$ cat config.mk
export PLATFORM = sky130hd
export DESIGN_NAME = wake_sleep_power_sequencer
export DESIGN_NICKNAME = d
export VERILOG_FILES = /design/src/sv/wss_pkg.sv /design/src/sv/wss_frame_match.sv /design/src/sv/wss_seq_core.sv /design/src/sv/wake_sleep_power_sequencer.sv
export SDC_FILE = /design/constraint.sdc
export NUM_CORES = 1
export LEC_CHECK = 0
export BUFFER_PORTS_ARGS = -buffer_cell sky130_fd_sc_hd__clkbuf_2
export CAP_MARGIN = 20
export CORE_ASPECT_RATIO = 1.5
export CORE_MARGIN = 1
export CORE_UTILIZATION = 30
export DETAILED_ROUTE_END_ITERATION = 6
export PLACE_DENSITY_LB_ADDON = 0.15
export SLEW_MARGIN = 20
export SYNTH_ARGS = -nofsm -noshare
export SYNTH_HDL_FRONTEND = slang
export SYNTH_SLANG_ARGS = --single-unit
$ cat constraint.sdc
create_clock -name clk -period 4.5 [get_ports clk]
set_clock_uncertainty 0.15 [all_clocks]
set_input_delay 0.9 -clock clk [delete_from_list [all_inputs] [get_ports clk]]
set_output_delay 0.9 -clock clk [all_outputs]
set_load 0.02 [all_outputs]
$ cat src/sv/wss_pkg.sv
// ----------------------------------------------------------------------------
// Wake/sleep sequencer package
// Shared types, codes and defaults for the wake/sleep power sequencer.
// ----------------------------------------------------------------------------
package wss_pkg;

  localparam int unsigned CountW  = 4;
  localparam int unsigned HoldW   = 5;
  localparam int unsigned IdW     = 29;
  localparam int unsigned WakeIdW = 11;
  localparam int unsigned BitSelW = 8;
  localparam int unsigned DataW   = 64;
  localparam int unsigned CfgIdxW = 3;
  localparam int unsigned CfgW    = 11;

  localparam int unsigned DefShutdownTicks = 10;
  localparam int unsigned DefCanHoldTicks  = 20;

  // Bit setting that lets any frame with the right identifier wake
  localparam logic [BitSelW-1:0] BIT_ANY = 8'd255;

  // Item kinds
  localparam logic KIND_TICK  = 1'b0;
  localparam logic KIND_FRAME = 1'b1;

  // Register indexes
  typedef enum logic [CfgIdxW-1:0] {
    REG_PIN_TRIGGER_EN = 3'd0,
    REG_OUTPUT_EN      = 3'd1,
    REG_CAN_LISTEN_EN  = 3'd2,
    REG_WAKE_FRAME_ID  = 3'd3,
    REG_WAKE_BIT_SEL   = 3'd4
  } reg_idx_t;

  typedef struct packed {
    logic                 pin_trigger_enabled;
    logic                 output_enabled;
    logic                 can_listen_enabled;
    logic [WakeIdW-1:0]   wake_frame_id;
    logic [BitSelW-1:0]   wake_bit_select;
  } cfg_t;

  typedef struct packed {
    logic                 kind;
    logic                 trigger_level;
    logic                 frame_hit;
  } item_t;

  typedef struct packed {
    logic awake;
    logic power_up_event;
    logic power_down_event;
    logic flush_and_cut;
    logic output_level;
  } res_t;

endpackage

$ cat src/sv/wss_frame_match.sv
// ----------------------------------------------------------------------------
// Wake frame matcher
// Decides whether a received CAN frame is a wake frame: identifier compare
// and selected payload bit, with the any-frame setting.
// ----------------------------------------------------------------------------
module wss_frame_match
  import wss_pkg::*;
(
  input  cfg_t             cfg,
  input  logic [IdW-1:0]   frame_id,
  input  logic [DataW-1:0] frame_data,
  output logic             hit
);

  logic id_match;
  logic bit_hit;

  // Compare the full identifier; anything above the configured width misses
  assign id_match = (frame_id == {{(IdW-WakeIdW){1'b0}}, cfg.wake_frame_id});

  // Pick the payload bit; settings 64 to 254 never match
  always_comb begin
    if (cfg.wake_bit_select == BIT_ANY) begin
      bit_hit = 1'b1;
    end else if (cfg.wake_bit_select inside {[8'd0:8'd63]}) begin
      bit_hit = frame_data[cfg.wake_bit_select[5:0]];
    end else begin
      bit_hit = 1'b0;
    end
  end

  assign hit = cfg.can_listen_enabled && id_match && bit_hit;

endmodule

$ cat src/sv/wss_seq_core.sv
// ----------------------------------------------------------------------------
// Sequencer core
// Holds the awake flag, shutdown countdown, CAN hold timer and output pin
// state, and works out one item's result and next state in a single pass.
// ----------------------------------------------------------------------------
module wss_seq_core
  import wss_pkg::*;
#(
  parameter int unsigned SHUTDOWN_TICKS = DefShutdownTicks,
  parameter int unsigned CAN_HOLD_TICKS = DefCanHoldTicks
) (
  input  logic  clk,
  input  logic  rst,
  input  cfg_t  cfg,
  input  logic  advance,
  input  item_t item,
  output res_t  res
);

  localparam logic [CountW-1:0] ShutLoad = CountW'(SHUTDOWN_TICKS);
  localparam logic [HoldW-1:0]  HoldLoad = HoldW'(CAN_HOLD_TICKS);

  logic              awake_flag, awake_flag_next;
  logic [CountW-1:0] shutdown_countdown, shutdown_countdown_next;
  logic [HoldW-1:0]  can_hold_timer, can_hold_timer_next;
  logic              output_pin_state, output_pin_state_next;
  logic              ev_up, ev_down, flush;

  // Walk the item's steps in order on the current state
  always_comb begin
    awake_flag_next         = awake_flag;
    shutdown_countdown_next = shutdown_countdown;
    can_hold_timer_next     = can_hold_timer;
    output_pin_state_next   = output_pin_state;
    ev_up                   = 1'b0;
    ev_down                 = 1'b0;
    flush                   = 1'b0;

    if (item.kind == KIND_TICK) begin
      // Pin check: wake on high, sleep on low
      if (cfg.pin_trigger_enabled) begin
        if (item.trigger_level && !awake_flag_next) begin
          ev_up           = 1'b1;
          awake_flag_next = 1'b1;
          if (cfg.output_enabled) output_pin_state_next = 1'b1;
        end else if (!item.trigger_level && awake_flag_next) begin
          ev_down                 = 1'b1;
          awake_flag_next         = 1'b0;
          shutdown_countdown_next = ShutLoad;
        end
      end
      // Count down; expiry with output enabled flushes and cuts power
      if (shutdown_countdown_next != '0) begin
        shutdown_countdown_next = shutdown_countdown_next - 1'b1;
        if (shutdown_countdown_next == '0 && cfg.output_enabled) begin
          flush                 = 1'b1;
          output_pin_state_next = 1'b0;
        end
      end
      // Hold expiry puts the system to sleep
      if (cfg.can_listen_enabled) begin
        if (can_hold_timer == HoldW'(1) && awake_flag_next) begin
          ev_down                 = 1'b1;
          awake_flag_next         = 1'b0;
          shutdown_countdown_next = ShutLoad;
        end
        if (can_hold_timer != '0) can_hold_timer_next = can_hold_timer - 1'b1;
      end
    end else if (item.frame_hit) begin
      // Wake frame: wake and load the hold
      if (!awake_flag_next) begin
        ev_up           = 1'b1;
        awake_flag_next = 1'b1;
        if (cfg.output_enabled) output_pin_state_next = 1'b1;
      end
      can_hold_timer_next = HoldLoad;
    end
  end

  assign res.awake            = awake_flag_next;
  assign res.power_up_event   = ev_up;
  assign res.power_down_event = ev_down;
  assign res.flush_and_cut    = flush;
  assign res.output_level     = output_pin_state_next;

  // Commit state when the item moves on
  always_ff @(posedge clk) begin
    if (rst) begin
      awake_flag         <= 1'b1;
      shutdown_countdown <= '0;
      can_hold_timer     <= '0;
      output_pin_state   <= 1'b1;
    end else if (advance) begin
      awake_flag         <= awake_flag_next;
      shutdown_countdown <= shutdown_countdown_next;
      can_hold_timer     <= can_hold_timer_next;
      output_pin_state   <= output_pin_state_next;
    end
  end

endmodule

$ cat src/sv/wake_sleep_power_sequencer.sv
// ----------------------------------------------------------------------------
// Wake/sleep power sequencer
// Input register, sequencer core and result register for tick and CAN items.
// ----------------------------------------------------------------------------
// Usage:
//   Input channel (in_valid/in_ready) carries one beat per item: kind 0 is a
//   timer tick using trigger_level, kind 1 a received CAN frame using
//   frame_id and frame_data. Output channel (out_valid/out_ready) returns
//   exactly one result beat per input beat, in order.
//   Configuration is written through cfg_we/cfg_index/cfg_data, one register
//   per cycle; the user must write only while no item is in flight, as the
//   block does not enforce it. An accepted beat is registered in the input
//   register, passes the matcher and core, and enters the result register when
//   free. Throughput: one beat per cycle while out_ready is high; the state
//   update is a short flag and counter pass between input and result registers.
//   Stall: when out_ready is low the result holds; the input register still
//   drains into an empty result register, then in_ready drops.
//   Reset: rst (synchronous) empties both registers, sets the system awake
//   with power output on, clears both timers and restores register defaults.
// ----------------------------------------------------------------------------
module wake_sleep_power_sequencer
  import wss_pkg::*;
#(
  parameter int unsigned SHUTDOWN_TICKS = DefShutdownTicks,
  parameter int unsigned CAN_HOLD_TICKS = DefCanHoldTicks
) (
  input  logic               clk,
  input  logic               rst,
  input  logic               cfg_we,
  input  logic [CfgIdxW-1:0] cfg_index,
  input  logic [CfgW-1:0]    cfg_data,
  input  logic               in_valid,
  output logic               in_ready,
  input  logic               kind,
  input  logic               trigger_level,
  input  logic [IdW-1:0]     frame_id,
  input  logic [DataW-1:0]   frame_data,
  output logic               out_valid,
  input  logic               out_ready,
  output logic               awake,
  output logic               power_up_event,
  output logic               power_down_event,
  output logic               flush_and_cut,
  output logic               output_level
);

  cfg_t             cfg;
  logic             s1_valid;
  logic             s1_kind;
  logic             s1_level;
  logic [IdW-1:0]   s1_id;
  logic [DataW-1:0] s1_data;
  logic             s1_hit;
  logic             s1_adv;
  item_t            s1_item;
  res_t             res;

  // Configuration registers
  always_ff @(posedge clk) begin
    if (rst) begin
      cfg.pin_trigger_enabled <= 1'b0;
      cfg.output_enabled      <= 1'b0;
      cfg.can_listen_enabled  <= 1'b0;
      cfg.wake_frame_id       <= '1;
      cfg.wake_bit_select     <= BIT_ANY;
    end else if (cfg_we) begin
      case (reg_idx_t'(cfg_index))
        REG_PIN_TRIGGER_EN: cfg.pin_trigger_enabled <= cfg_data[0];
        REG_OUTPUT_EN:      cfg.output_enabled      <= cfg_data[0];
        REG_CAN_LISTEN_EN:  cfg.can_listen_enabled  <= cfg_data[0];
        REG_WAKE_FRAME_ID:  cfg.wake_frame_id       <= cfg_data[WakeIdW-1:0];
        REG_WAKE_BIT_SEL:   cfg.wake_bit_select     <= cfg_data[BitSelW-1:0];
        default: ;
      endcase
    end
  end

  // Handshake: stage 1 moves on when the result register is free
  assign s1_adv   = s1_valid && (!out_valid || out_ready);
  assign in_ready = !s1_valid || s1_adv;

  // Input register
  always_ff @(posedge clk) begin
    if (rst) begin
      s1_valid <= 1'b0;
    end else if (in_ready) begin
      s1_valid <= in_valid;
    end
  end

  always_ff @(posedge clk) begin
    if (in_valid && in_ready) begin
      s1_kind  <= kind;
      s1_level <= trigger_level;
      s1_id    <= frame_id;
      s1_data  <= frame_data;
    end
  end

  wss_frame_match u_match (
    .cfg        (cfg),
    .frame_id   (s1_id),
    .frame_data (s1_data),
    .hit        (s1_hit)
  );

  assign s1_item.kind          = s1_kind;
  assign s1_item.trigger_level = s1_level;
  assign s1_item.frame_hit     = s1_hit;

  wss_seq_core #(
    .SHUTDOWN_TICKS (SHUTDOWN_TICKS),
    .CAN_HOLD_TICKS (CAN_HOLD_TICKS)
  ) u_core (
    .clk     (clk),
    .rst     (rst),
    .cfg     (cfg),
    .advance (s1_adv),
    .item    (s1_item),
    .res     (res)
  );

  // Result register: load on advance, drop when taken
  always_ff @(posedge clk) begin
    if (rst) begin
      out_valid <= 1'b0;
    end else if (s1_adv) begin
      out_valid <= 1'b1;
    end else if (out_ready) begin
      out_valid <= 1'b0;
    end
  end

  always_ff @(posedge clk) begin
    if (s1_adv) begin
      awake            <= res.awake;
      power_up_event   <= res.power_up_event;
      power_down_event <= res.power_down_event;
      flush_and_cut    <= res.flush_and_cut;
      output_level     <= res.output_level;
    end
  end

  // A flush always leaves the power output low
  assert property (@(posedge clk) disable iff (rst)
    out_valid && flush_and_cut |-> !output_level)
    else $error("flush without output cut");

  // A sleep event always leaves the system asleep
  assert property (@(posedge clk) disable iff (rst)
    out_valid && power_down_event |-> !awake)
    else $error("power-down event while awake");

  // A lone wake event leaves the system awake
  assert property (@(posedge clk) disable iff (rst)
    out_valid && power_up_event && !power_down_event |-> awake)
    else $error("power-up event while asleep");

  // With the result register empty the input side never stalls
  assert property (@(posedge clk) disable iff (rst)
    !out_valid |-> in_ready)
    else $error("input stalled with empty result register");

endmodule

==> out/summary.txt <==
Row cnt -> 60
Hpwl dp -> 8.77 mm
Layout cells sized above 1 -> 0.323
Post-Place Cells -> 711
Leading area contributor after synthesis -> edfxtp_1
Die height -> 169 µm
Total power -> 3.09 mW
Vias in the first global route -> 3665
Final setup fails -> 0
CTS tree -> built
Setup TNS -> 0 ps
Final worst-path cycle share -> 0.709
Hold buffers post-CTS -> 0
Worst Tran Pin Value -> 945 ps
Synth Flop Type -> edfxtp_1
XOR/XNOR share of the synthesized area -> 0.0204
Achievable Freq -> 0.313 GHz
Layout Cells excl Fill -> 743
Area Overhead vs Synth -> 24.7%
Kind of critical path -> reg -> reg
Largest net degree at the start of global routing -> 40
Worst setup EP type -> flop
Core region area -> 18000 µm²
Post-Synth Adder-Cell Area -> 0.00899
Worst-path clk slew -> 60 ps
Full die area -> 19100 µm²
WL final -> 12.0 mm
Synth top area share -> 0.539
Finished Core Util -> 0.385
Starting Density -> 0.309
Commonest cells after routing, fill and taps aside -> clkbuf_2, edfxtp_1, nand2_1
Sequential share of the synthesized area -> 0.665
Antenna violations before repair -> 0
Total vias in the final route -> 3533
CP Max Fanout -> 18
Resized cells post-CTS -> 0
Post-synthesis mux area share -> 0.0825
Hold endpoint -> cfg[16]
Max clock buf depth -> 2
# nets final -> 631
Leakage -> 2.77 nW
Worst setup SP type -> flop
Min Tclk post-route -> 3190 ps
Vias/cell -> 4.76
Total track usage -> 0.131
Detailed Routing Iterations Pass 1 -> 4
Syn Nets -> 507
CTS Buf Count -> 17
Tightest Hold Check Type -> reg -> reg
Worst hold start -> cfg[16]
Leading cell type in the layout, fill and taps excluded -> clkbuf_2
Routed length per instance -> 16.2 µm
CTS H-tree lvls -> 4
Number of synthesized register bits -> 135
Async SR Flop Fraction -> 0
Ports -> 121
IO Port Bufs -> 120
Drt drc -> 0
Die span in x -> 113 µm
RSZ-0062 raised after global routing -> no
Compound-cell area share of the yosys netlist -> 0.0553
Setup bufs post-CTS -> 0
Iter 0 DRT Violations -> 146
Gpl congestion -> 0.728
CP arrival -> 3190 ps
Worst path max stage delay -> 940 ps
Clock sink total -> 135
Worst VDD drop -> 0.000219 V
EDFF count, synth -> 100
R2R Path End -> output_level
Syn avg cell area -> 14.3 µm²
Max transition margin -> 0.369
Clk_lat worst skew -> 410 ps
Grt ovf -> 0
Max-cap viol count -> 0
First-pass GRT wire length -> 18.7 mm
Hold Crit Depth -> 2
Req. time, crit path -> 4500 ps
Largest family of logic cells by synthesized area -> simple AND/OR/NAND/NOR gates
Diodes inserted -> 0
Setup WS post-layout -> 1310 ps
Simple logic cell fraction of the synthesized area -> 0.136
R2R cell count -> 7
Hold_ws -> 336 ps
CTS Root Cell -> clkbuf_16
RR Startpoint -> cfg[0]
Distinct cells, synth -> 55
Final Instance Area -> 6940 µm²
Top post-synthesis cells by area -> edfxtp_1, dfxtp_1, mux4_1, nand2_1, nand3_1
Mapped Area -> 5570 µm²
R2R Setup Slk -> 1310 ps
Slew Viols, Final -> 0
Dpl ws -> 1250 ps
Final hold violation count -> 0
Mapped Cells -> 389
Pwr dens -> 445 nW/µm²
DP Area -> 6310 µm²
CP max-delay cell -> dfxtp_1
Final ANT Viol Nets -> 0
CP Cell Sequence -> mux4_1 > o21ai_0 > nor3_1 > nor4_4 > o21ai_2 > a21oi_1 > o22ai_1
Ys Warns -> 0
Outcome -> finished, final reports clean
worst max-delay path: cells and delay by family (launching register included):
family / cells / cell delay (ps)
mux: 1 / 660
flops: 1 / 940
compound gates: 4 / 660
simple gates: 2 / 510
kinds of logic (layout without fill, tap and decap cells):
family                   count (synthesis)  after routing
AO/OA/AOI/OAI                           39             39
XOR/XNOR                                13             13
adder cells (fa/ha/maj)                  4              4
buffers and inverters                   25            162
flip-flops                             135            135
multiplexers                            23             23
AND/OR/NAND/NOR                        150            150
worst max-delay path by stage:
stage / start / to / slack, ps / cells after the start
after floorplan: out_ready / s1_data[0] / 490 / 3
after global placement: cfg[0] / output_level / 1360 / 7
after detailed placement: cfg[0] / output_level / 1250 / 7
after CTS: cfg[0] / output_level / 1230 / 7
after global routing: cfg[0] / output_level / 1020 / 7
final: cfg[0] / output_level / 1310 / 7
cells in the mapped netlist, types with 2 or more instances:
library cell and count:
nor2_1 19, ha_1 4, nand3_1 26, nand2b_1 4
nor3_1 9, nand4_1 7, and3_1 4, clkbuf_1 6
buf_2 2, inv_1 8, xnor2_1 12, o21ai_0 6
buf_6 4, mux4_2 4, a32o_1 3, a21oi_1 11
o31ai_1 2, nand4b_1 2, mux4_1 11, o22ai_1 2
nor4_1 6, edfxtp_1 100, and2_1 3, dfxtp_1 35
a211oi_1 2, clkbuf_8 3, nand3b_1 2, nand2_1 54
mux2i_1 8, nor4b_1 2, nor2b_1 4
power by group:
part / leakage, nW / switching, mW / internal (mW)
clock: 0.299 / 0.549 / 0.938
sequential: 1.25 / 0.0314 / 1.40
combinational: 1.21 / 0.0835 / 0.0831
total: 2.77 / 0.664 / 2.42
layout make-up:
| class | count | area [µm²] |
|---|---|---|
| Tap cell | 217 | 272 |
| Inverter | 8 | 30.0 |
| Clock inverter | 13 | 196 |
| Fill cell | 1739 | 11100 |
| Sequential cell | 135 | 3700 |
| Clock buffer | 19 | 433 |
| Multi-Input combinational cell | 229 | 1690 |
| Timing Repair Buffer | 122 | 616 |
sequential cells by signal (all words and copies together) (netlist names):
register,flops
s1_data,64
s1_id,29
cfg,22
u_core.can_hold_timer,5
u_core.shutdown_countdown,4
awake,1
flush_and_cut,1
out_valid,1
output_level,1
power_down_event,1
power_up_event,1
s1_kind,1
s1_level,1
s1_valid,1
u_core.awake_flag,1
u_core.output_pin_state,1
routing by layer:
layer	track usage	wire length, µm	vias up	part of all wire
li1	-	-	1729	-
met1	0.138	4670	1694	0.39
met2	0.243	6640	93	0.55
met3	0.0297	407	17	0.034
met4	0.0664	291	0	0.024
met5	0	0	-	0
Note: power is estimated with default switching activity, not from simulation.
